File: config.mk
export PLATFORM = sky130hd
export DESIGN_NAME = tdph_ctrl
export DESIGN_NICKNAME = d
export VERILOG_FILES = /design/src/sv/tdph_pkg.sv /design/src/sv/tdph_ctrl.sv
export SDC_FILE = /design/constraint.sdc
export NUM_CORES = 1
export LEC_CHECK = 0
export ABC_CLOCK_PERIOD_IN_PS = 1100
export BUFFER_PORTS_ARGS = -buffer_cell sky130_fd_sc_hd__buf_2
export CORE_AREA = 5 5 42 44
export CTS_BUF_LIST = sky130_fd_sc_hd__clkbuf_8 sky130_fd_sc_hd__clkbuf_16
export DETAILED_ROUTE_END_ITERATION = 8
export DIE_AREA = 0 0 47 49
export GPL_ROUTABILITY_DRIVEN = 0
export GPL_TIMING_DRIVEN = 0
export MAX_ROUTING_LAYER = met4
export SYNTH_ARGS = -nofsm -noshare
export SYNTH_HDL_FRONTEND = slang
export SYNTH_SLANG_ARGS = --single-unit
export TNS_END_PERCENT = 1
File: constraint.sdc
create_clock -name i_clk -period 1.1 [get_ports i_clk]
set_input_delay 0.275 -clock i_clk [delete_from_list [all_inputs] [get_ports i_clk]]
set_output_delay 0.275 -clock i_clk [all_outputs]
set_load 0.05 [all_outputs]
File: src/sv/tdph_pkg.sv
`timescale 1ns / 1ps
package tdph_pkg;

    localparam int MAX_X_BINS_DEF = 128;
    localparam int MAX_Z_BINS_DEF = 256;
    localparam int COUNT_BITS_DEF = 16;
    localparam int FRAC_BITS      = 8;

    localparam int POS_W = 24;
    localparam int OFF_W = 26;
    localparam int IDX_W = 21;
    localparam int CFG_W = 24;

    localparam logic [1:0] CMD_PARTICLE   = 2'd0;
    localparam logic [1:0] CMD_READ_CLEAR = 2'd1;
    localparam logic [1:0] CMD_NEW_FRAME  = 2'd2;
    localparam logic [1:0] CMD_UNUSED     = 2'd3;

    localparam logic [2:0] ST_COUNTED = 3'd0;
    localparam logic [2:0] ST_SKIPPED = 3'd1;
    localparam logic [2:0] ST_OUT     = 3'd2;
    localparam logic [2:0] ST_READ    = 3'd3;
    localparam logic [2:0] ST_FRAME   = 3'd4;

    localparam logic [2:0] CFG_X_CENTER    = 3'd0;
    localparam logic [2:0] CFG_Z_CENTER    = 3'd1;
    localparam logic [2:0] CFG_X_LOW_EDGE  = 3'd2;
    localparam logic [2:0] CFG_Z_LOW_EDGE  = 3'd3;
    localparam logic [2:0] CFG_BIN_SHIFT   = 3'd4;
    localparam logic [2:0] CFG_X_BINS_USED = 3'd5;
    localparam logic [2:0] CFG_Z_BINS_USED = 3'd6;
    localparam logic [2:0] CFG_SKIP_COUNT  = 3'd7;

    localparam logic signed [POS_W-1:0] X_LOW_EDGE_RST = POS_W'(-(21 << FRAC_BITS));
    localparam logic signed [POS_W-1:0] Z_LOW_EDGE_RST = POS_W'(-(40 << FRAC_BITS));
    localparam logic [4:0]  BIN_SHIFT_RST   = 5'((FRAC_BITS > 0) ? FRAC_BITS - 1 : 0);
    localparam logic [7:0]  X_BINS_USED_RST = 8'd84;
    localparam logic [8:0]  Z_BINS_USED_RST = 9'd160;
    localparam logic [19:0] SKIP_COUNT_RST  = 20'd14442;

    typedef struct packed {
        logic [1:0]              command;
        logic signed [POS_W-1:0] pos_x;
        logic signed [POS_W-1:0] pos_z;
        logic [7:0]              read_row;
        logic [6:0]              read_col;
    } t_in_item;

    typedef struct packed {
        logic [2:0]  status;
        logic [15:0] bin_count;
    } t_out_item;

    typedef struct packed {
        logic clear;
        logic accept;
        logic offset_en;
        logic bin_en;
        logic commit;
    } t_dp_cmd;

    typedef struct packed {
        logic clear_last;
        logic out_free;
    } t_dp_stat;

endpackage

File: src/sv/tdph_ctrl.sv
`timescale 1ns / 1ps
module tdph_ctrl import tdph_pkg::*; (
    input  logic     i_clk,
    input  logic     i_rst_n,
    input  logic     i_in_valid,
    output logic     o_in_stall,
    input  t_dp_stat i_stat,
    output t_dp_cmd  o_cmd
);

    typedef enum logic [2:0] {
        S_CLEAR,
        S_IDLE,
        S_OFFSET,
        S_BIN,
        S_READ,
        S_COMMIT
    } t_state;

    t_state r_state;
    t_state n_state;

    always_ff @(posedge i_clk) begin
        if (!i_rst_n) begin
            r_state <= S_CLEAR;
        end else begin
            r_state <= n_state;
        end
    end

    always_comb begin
        n_state = r_state;
        o_cmd   = '0;
        unique case (r_state)
            S_CLEAR: begin
                o_cmd.clear = 1'b1;
                if (i_stat.clear_last) begin
                    n_state = S_IDLE;
                end
            end
            S_IDLE: begin
                o_cmd.accept = i_in_valid;
                if (i_in_valid) begin
                    n_state = S_OFFSET;
                end
            end
            S_OFFSET: begin
                o_cmd.offset_en = 1'b1;
                n_state = S_BIN;
            end
            S_BIN: begin
                o_cmd.bin_en = 1'b1;
                n_state = S_READ;
            end
            S_READ: begin
                n_state = S_COMMIT;
            end
            S_COMMIT: begin
                o_cmd.commit = i_stat.out_free;
                if (i_stat.out_free) begin
                    n_state = S_IDLE;
                end
            end
            default: begin
                n_state = S_CLEAR;
            end
        endcase
    end

    assign o_in_stall = (r_state != S_IDLE);

endmodule

==> flow_metrics.tcl, run 1 <==
set metrics [dict create \
    remaining_overflow_grt 0 \
    finalHoldViolCount 0 \
    cts.path.max_buffers 2 \
    drt-wirelength-per-cell_um 10.4 \
    numClockSinks 3 \
    ctsRootBufferMaster "sky130_fd_sc_hd__clkbuf_8" \
    power_per_cell_area_nw_per_um2 1720 \
    timing.critical_path.to_type "primary output" \
    cts-buffers-inserted 3 \
    pin_count 11 \
    antennaDiodeCount 0 \
    route.final.wire_length_um 563 \
    synthCells 23 \
    source_of_the_worst_hold_timing_path "i_stat[1]" \
    clock-skew-final_ns 0.00309 \
    layout_area_overhead_pct 110 \
    postCtsHoldBufs 0 \
    fin_ws_ns -0.244 \
    min-delay-path-class "in2reg" \
    slew_headroom_pct 88.4 \
    mappedNetlistNets 28 \
    die-width_um 47 \
    max_slew.worst_pin.slew_ns 0.174 \
    yosys.cell_types.count 15 \
    critical_path_arrival_ns 1.07 \
    leakagePower_nw 0.170 \
    dr_total_vias 218 \
    synth_most_common_cell "sky130_fd_sc_hd__dfxtp_1" \
    filler_cell_count 162 \
    finalNetCount 44 \
    fmaxAchievable_mhz 744 \
    dpl_worst_slack_ns -0.135 \
    setup.worst_path.start "r_state[0]$_SDFFE_PN0P_" \
    route.detailed.vias_per_inst 4.04 \
    layout_top_registers "r_state x3" \
    postSynthAreaPerCell_um2 7.83 \
    io_buffer_count 10 \
    cts-htree-levels 1 \
    remaining_design_rule_violation_count 0 \
    grt_pass1_vias 242 \
    final_antenna_net_count 0 \
    synth_top_area_cell "sky130_fd_sc_hd__dfxtp_1" \
    finalPower_w 0.000650 \
    num_rows 14 \
    final_util_pct 27.0 \
    critPathRequiredTime_ns 0.82 \
    drive_gt1_share_pct 68.4 \
    final_layout_worst_hold_slack_ns 0.313 \
    asyncSetResetFlopFracSynth_pct 0 \
    top_register_by_number_of_flip_flops "r_state" \
    criticalPathCategory "reg2out" \
    synth.yosys.seq_area_share_pct 33.3 \
    timing.critical_path.from_type "flop" \
    max-cap-violations 0 \
    drtPass1Iterations 4 \
    die_area_um2 2300 \
    rsz0062_at_grt "true" \
    multi_input_comb_area_um2 139 \
    outcome "complete, but fails checks" \
    slew_viol_final 0 \
    failed_checks "negative setup slack" \
    grt_first_pass_wirelength_mm 1.01 \
    maximum_number_of_pins_on_one_net_before_global_route_repair 10 \
    number_of_flip_flops_under_the_largest_register_name 3 \
    ratio_of_final_minimum_period_to_clock_period_pct 122 \
    synth_ff_type "sky130_fd_sc_hd__dfxtp_1" \
    number_of_synthesized_flops_with_an_enable_pin 0 \
    cts_setup_buffers 0 \
    synthDominantCellAreaShare_pct 33.3 \
    grt_antenna_before_repair 0 \
    setup-violations-final 6 \
    path_clk_slew_ns 0.03 \
    synthesized_cell_area_um2 180 \
    groute.usage.overall_pct 6.50 \
    yosys-top-cells-area "sky130_fd_sc_hd__dfxtp_1, sky130_fd_sc_hd__nand3b_1, sky130_fd_sc_hd__buf_6" \
    floorplan.die.height_um 49 \
    critical_path.max_fanout 5 \
    coreArea_um2 1400 \
    drt_first_iter_violations 2 \
    crit-reg2reg-launch "r_state[0]$_SDFFE_PN0P_" \
    cts_tree "done" \
    sequential_cell_area_um2 63.8 \
    ys_warn_count 0 \
    finalWorstPathRequiredPeriod_ns 1.34 \
    vdd_drop_max_mv 0.574 \
    initial_core_util_pct 12.9 \
    clk_latency_ns 0.21 \
    post_synthesis_register_bit_count 3 \
]
-- worst max-delay path, cell delays in order (launching register included) --
cell                      delay, ns
sky130_fd_sc_hd__dfxtp_2       0.32
sky130_fd_sc_hd__buf_6         0.12
sky130_fd_sc_hd__nand2_4       0.05
sky130_fd_sc_hd__nor3b_4       0.17
sky130_fd_sc_hd__buf_6         0.18
-- stage by stage --
stage | TNS, ns | area [µm²] | instances
global route | -1.68 | 378 | 54
global placement | -0.373 | 277 | 49
finish | -1.33 | 378 | 54
floorplan | -1.55 | 206 | 23
CTS | -1.41 | 368 | 54
detailed placement | -0.414 | 277 | 49
-- where the power goes --
group          leakage [nW]  internal (W)  switching (W)
Combinational         0.117     0.0000802       0.000130
Sequential           0.0258      0.000121      0.0000141
Clock                0.0269      0.000237      0.0000675
Total                 0.170      0.000439       0.000212
-- repair_timing --
action,in CTS,in global routing
endpoints found under the setup margin,6,6
pin swaps,2,2
cloned,1,0
gates resized for setup,13,3
-- per-layer routing --
layer / global-route usage, % / up-vias / routed length (µm)
li1: - / 111 / -
met2: 7.47 / 9 / 249
met5: - / - / 0
met3: 3.32 / 0 / 31
met1: 7.91 / 98 / 283
met4: 5.53 / 0 / 0
-- cells by family (layout without fill, tap and decap cells) --
logic type	count (synthesis)	count (layout)	share of synthesized area [%]
compound gates	5	5	16.0
buf+inv	3	18	10.4
flops	3	3	33.3
simple gates	12	12	40.3
-- layout make-up --
cell class / instances / share of cell area (%)
inverters: 2 / 2.65
multi-input cells: 17 / 36.8
repair buffers: 11 / 23.5
well taps: 16 / 5.30
flip-flops and latches: 3 / 16.9
clock inverters: 1 / 0.993
clock buffers: 3 / 10.9
plain buffers: 1 / 2.98
-- worst paths after layout --
path | end | slack (ns) | cells after the start
max | o_cmd[0] | -0.24 | 4
min | r_state[0]$_SDFFE_PN0P_ | 0.31 | 3
max reg2reg | r_state[2]$_SDFFE_PN0P_ | 0.11 | 4
min reg2reg | r_state[2]$_SDFFE_PN0P_ | 0.60 | 2
-- cells in the final DEF, fill, tap and decap left out, types with 2 or more instances in the layout --
| cell | count |
|---|---|
| sky130_fd_sc_hd__nand3b_1 | 2 |
| sky130_fd_sc_hd__buf_2 | 5 |
| sky130_fd_sc_hd__nor3_2 | 2 |
| sky130_fd_sc_hd__inv_1 | 2 |
| sky130_fd_sc_hd__buf_6 | 6 |
| sky130_fd_sc_hd__o21ai_0 | 2 |
| sky130_fd_sc_hd__dfxtp_2 | 3 |
| sky130_fd_sc_hd__clkbuf_8 | 3 |
| sky130_fd_sc_hd__and3b_2 | 2 |
Power figures use the tool's default switching activity.
==> inputs of run 2 (changes only) <==
- BUFFER_PORTS_ARGS: -buffer_cell sky130_fd_sc_hd__buf_2 -> not set
- DONT_BUFFER_PORTS: not set -> 1
- GPL_TIMING_DRIVEN: 0 -> not set
==> run 2 against run 1 <==
The run still ends with negative setup slack left. Sequential cell count stayed put. Design area increased by 6.6%. First-iteration DRC count increased to 2.5 times the previous value. Via count decreased by 1.4%. Maximum frequency is 1.2% higher. Routed wire length grew 2.3%. Utilization increased by 1.8 points. Critical path depth down 1. Cell count up 1.9%.
==> flow_metrics.tcl, run 2 (same netlist as run 1, synthesis figures left out) <==
set metrics [dict create \
    outcome "complete, but fails checks" \
    fin_ws_ns -0.227 \
    maximum_number_of_pins_on_one_net_before_global_route_repair 9 \
    holdPathStages 2 \
    worst-path-buf-inv 1 \
    timing.critical_path.from_type "flop" \
    cp_top_family "flip-flops" \
    floorplan.die.height_um 49 \
    critical_path.slowest_cell "sky130_fd_sc_hd__dfxtp_4" \
    cp_cell_sequence "nand3b_1 > nor2_4 > buf_12" \
    top_library_cells_by_usage_in_the_layout_fill_and_taps_aside "sky130_fd_sc_hd__buf_4, sky130_fd_sc_hd__clkbuf_8, sky130_fd_sc_hd__buf_6" \
    coreArea_um2 1400 \
    number_of_flip_flops_under_the_largest_register_name 3 \
    grt_pass1_vias 235 \
    drt-wirelength-per-cell_um 10.5 \
    remaining_overflow_grt 0 \
    max_slew.worst_pin.slew_ns 0.163 \
    clk_latency_ns 0.22 \
    filler_cell_count 164 \
    antennaDiodeCount 0 \
    final_antenna_net_count 0 \
    route.detailed.vias_per_inst 3.91 \
    dpl_worst_slack_ns -0.0339 \
    clock-skew-final_ns 0.00243 \
    cts-htree-levels 1 \
    groute.usage.overall_pct 6.50 \
    ratio_of_final_minimum_period_to_clock_period_pct 121 \
    slew_headroom_pct 89.1 \
    max-cap-violations 0 \
    io_buffer_count 0 \
    timing.rr.end "r_state[1]$_SDFFE_PN0P_" \
    layout_commonest_cell "sky130_fd_sc_hd__buf_4" \
    grt_antenna_before_repair 0 \
    finalWorstPathRequiredPeriod_ns 1.33 \
    initial_core_util_pct 12.9 \
    critical_path_arrival_ns 1.05 \
    critical_path.max_fanout 6 \
    cts_tree "done" \
    drt_first_iter_violations 5 \
    min-delay-path-class "in2reg" \
    layout_area_overhead_pct 124 \
    path_clk_slew_ns 0.03 \
    rsz0062_at_grt "true" \
    crit-reg2reg-launch "r_state[1]$_SDFFE_PN0P_" \
    die-width_um 47 \
    remaining_design_rule_violation_count 0 \
    source_of_the_worst_hold_timing_path "i_rst_n" \
    num_rows 14 \
    cts-buffers-inserted 3 \
    cts.path.max_buffers 2 \
    die_area_um2 2300 \
    numPlacedInstances 50 \
    finalNetCount 45 \
    route.final.wire_length_um 576 \
    critPathRequiredTime_ns 0.82 \
    r2r_setup_slack_ns 0.13 \
    number_of_non_filler_instances_in_the_completed_layout 55 \
    ff2ff_path_depth 4 \
    criticalPathCategory "reg2out" \
    power_per_cell_area_nw_per_um2 1650 \
    worstHoldEndpoint "r_state[0]$_SDFFE_PN0P_" \
    failed_checks "negative setup slack" \
    final_layout_worst_hold_slack_ns 0.196 \
    numClockSinks 3 \
    slew_viol_final 0 \
    fmaxAchievable_mhz 753 \
    leakagePower_nw 0.175 \
    timing.critical_path.to_type "primary output" \
    vdd_drop_max_mv 0.580 \
    postCtsHoldBufs 0 \
    slowest_delay_ns 0.35 \
    drive_gt1_share_pct 69.2 \
    dr_total_vias 215 \
    grt_first_pass_wirelength_um 986 \
    dpl.hpwl_um 417 \
    ctsRootBufferMaster "sky130_fd_sc_hd__clkbuf_8" \
    setup-violations-final 6 \
    layout_top_registers "r_state x3" \
    pin_count 11 \
    sequential_cell_area_um2 68.8 \
    drtPass1Iterations 2 \
    top_register_by_number_of_flip_flops "r_state" \
    finalHoldViolCount 0 \
    multi_input_comb_area_um2 128 \
]
-- run 2: cell types whose count changed in the layout (fill, tap and decap cells not counted), moves of 2 or more --
cell	change
sky130_fd_sc_hd__buf_12	+2
sky130_fd_sc_hd__buf_2	-5
sky130_fd_sc_hd__buf_4	+7
sky130_fd_sc_hd__dfxtp_2	-2
sky130_fd_sc_hd__dfxtp_4	+2
sky130_fd_sc_hd__buf_6	-3
-- run 2: how the worst max path moves through the flow --
stage	startpoint	endpoint	slack, ns	cells after the start
6_report	r_state[2]$_SDFFE_PN0P_	o_cmd[3]	-0.23	3
5_1_grt	r_state[2]$_SDFFE_PN0P_	o_cmd[3]	-0.29	3
4_1_cts	r_state[2]$_SDFFE_PN0P_	o_cmd[3]	-0.24	3
3_5_place_dp	r_state[0]$_SDFFE_PN0P_	o_cmd[0]	-0.03	3
3_3_place_gp	r_state[0]$_SDFFE_PN0P_	o_cmd[0]	-0.04	3
2_1_floorplan	r_state[2]$_SDFFE_PN0P_	o_cmd[3]	-0.52	2
-- run 2: cell type report --
cell class / count / share of cell area, %
Timing Repair Buffer: 13 / 33.2
Multi-Input combinational cell: 17 / 31.7
Sequential cell: 3 / 17.1
Clock buffer: 3 / 10.2
Tap cell: 16 / 4.97
Inverter: 2 / 1.86
Clock inverter: 1 / 0.932
-- run 2: stage by stage --
step	power [W]	TNS (ns)	area, µm²	util, %
after detailed placement	0.000337	-0.0788	330	23.6
after CTS	0.000673	-1.28	400	28.6
after global routing	0.000704	-1.54	403	28.7
after global placement	0.000337	-0.0868	330	23.6
after floorplan	0.000271	-1.55	206	-
final	0.000664	-1.22	403	28.7
-- run 2: metal layers --
metal  share of wire, %  wire length (µm)  global-route usage [%]  up-vias
li1                   -                 -                       -      114
met3                 13                76                    5.90        0
met1                 48               276                    8.13       92
met5                  0                 0                       -        -
met4                  0                 0                    2.76        0
met2                 39               223                    7.01        9
-- run 2: power breakdown --
part / internal [W] / total (W) / switching, W / leakage (nW)
combinational: 0.0000885 / 0.000205 / 0.000117 / 0.122
clock: 0.000238 / 0.000320 / 0.0000815 / 0.0269
sequential: 0.000120 / 0.000139 / 0.0000186 / 0.0264
total: 0.000447 / 0.000664 / 0.000217 / 0.175
-- run 2: what timing repair did --
action	in CTS	in global routing
pin swaps	1	2
gates resized for setup	6	1
buffers inserted	1	0
endpoints found under the hold margin	0	0
setup endpoints to repair	6	6
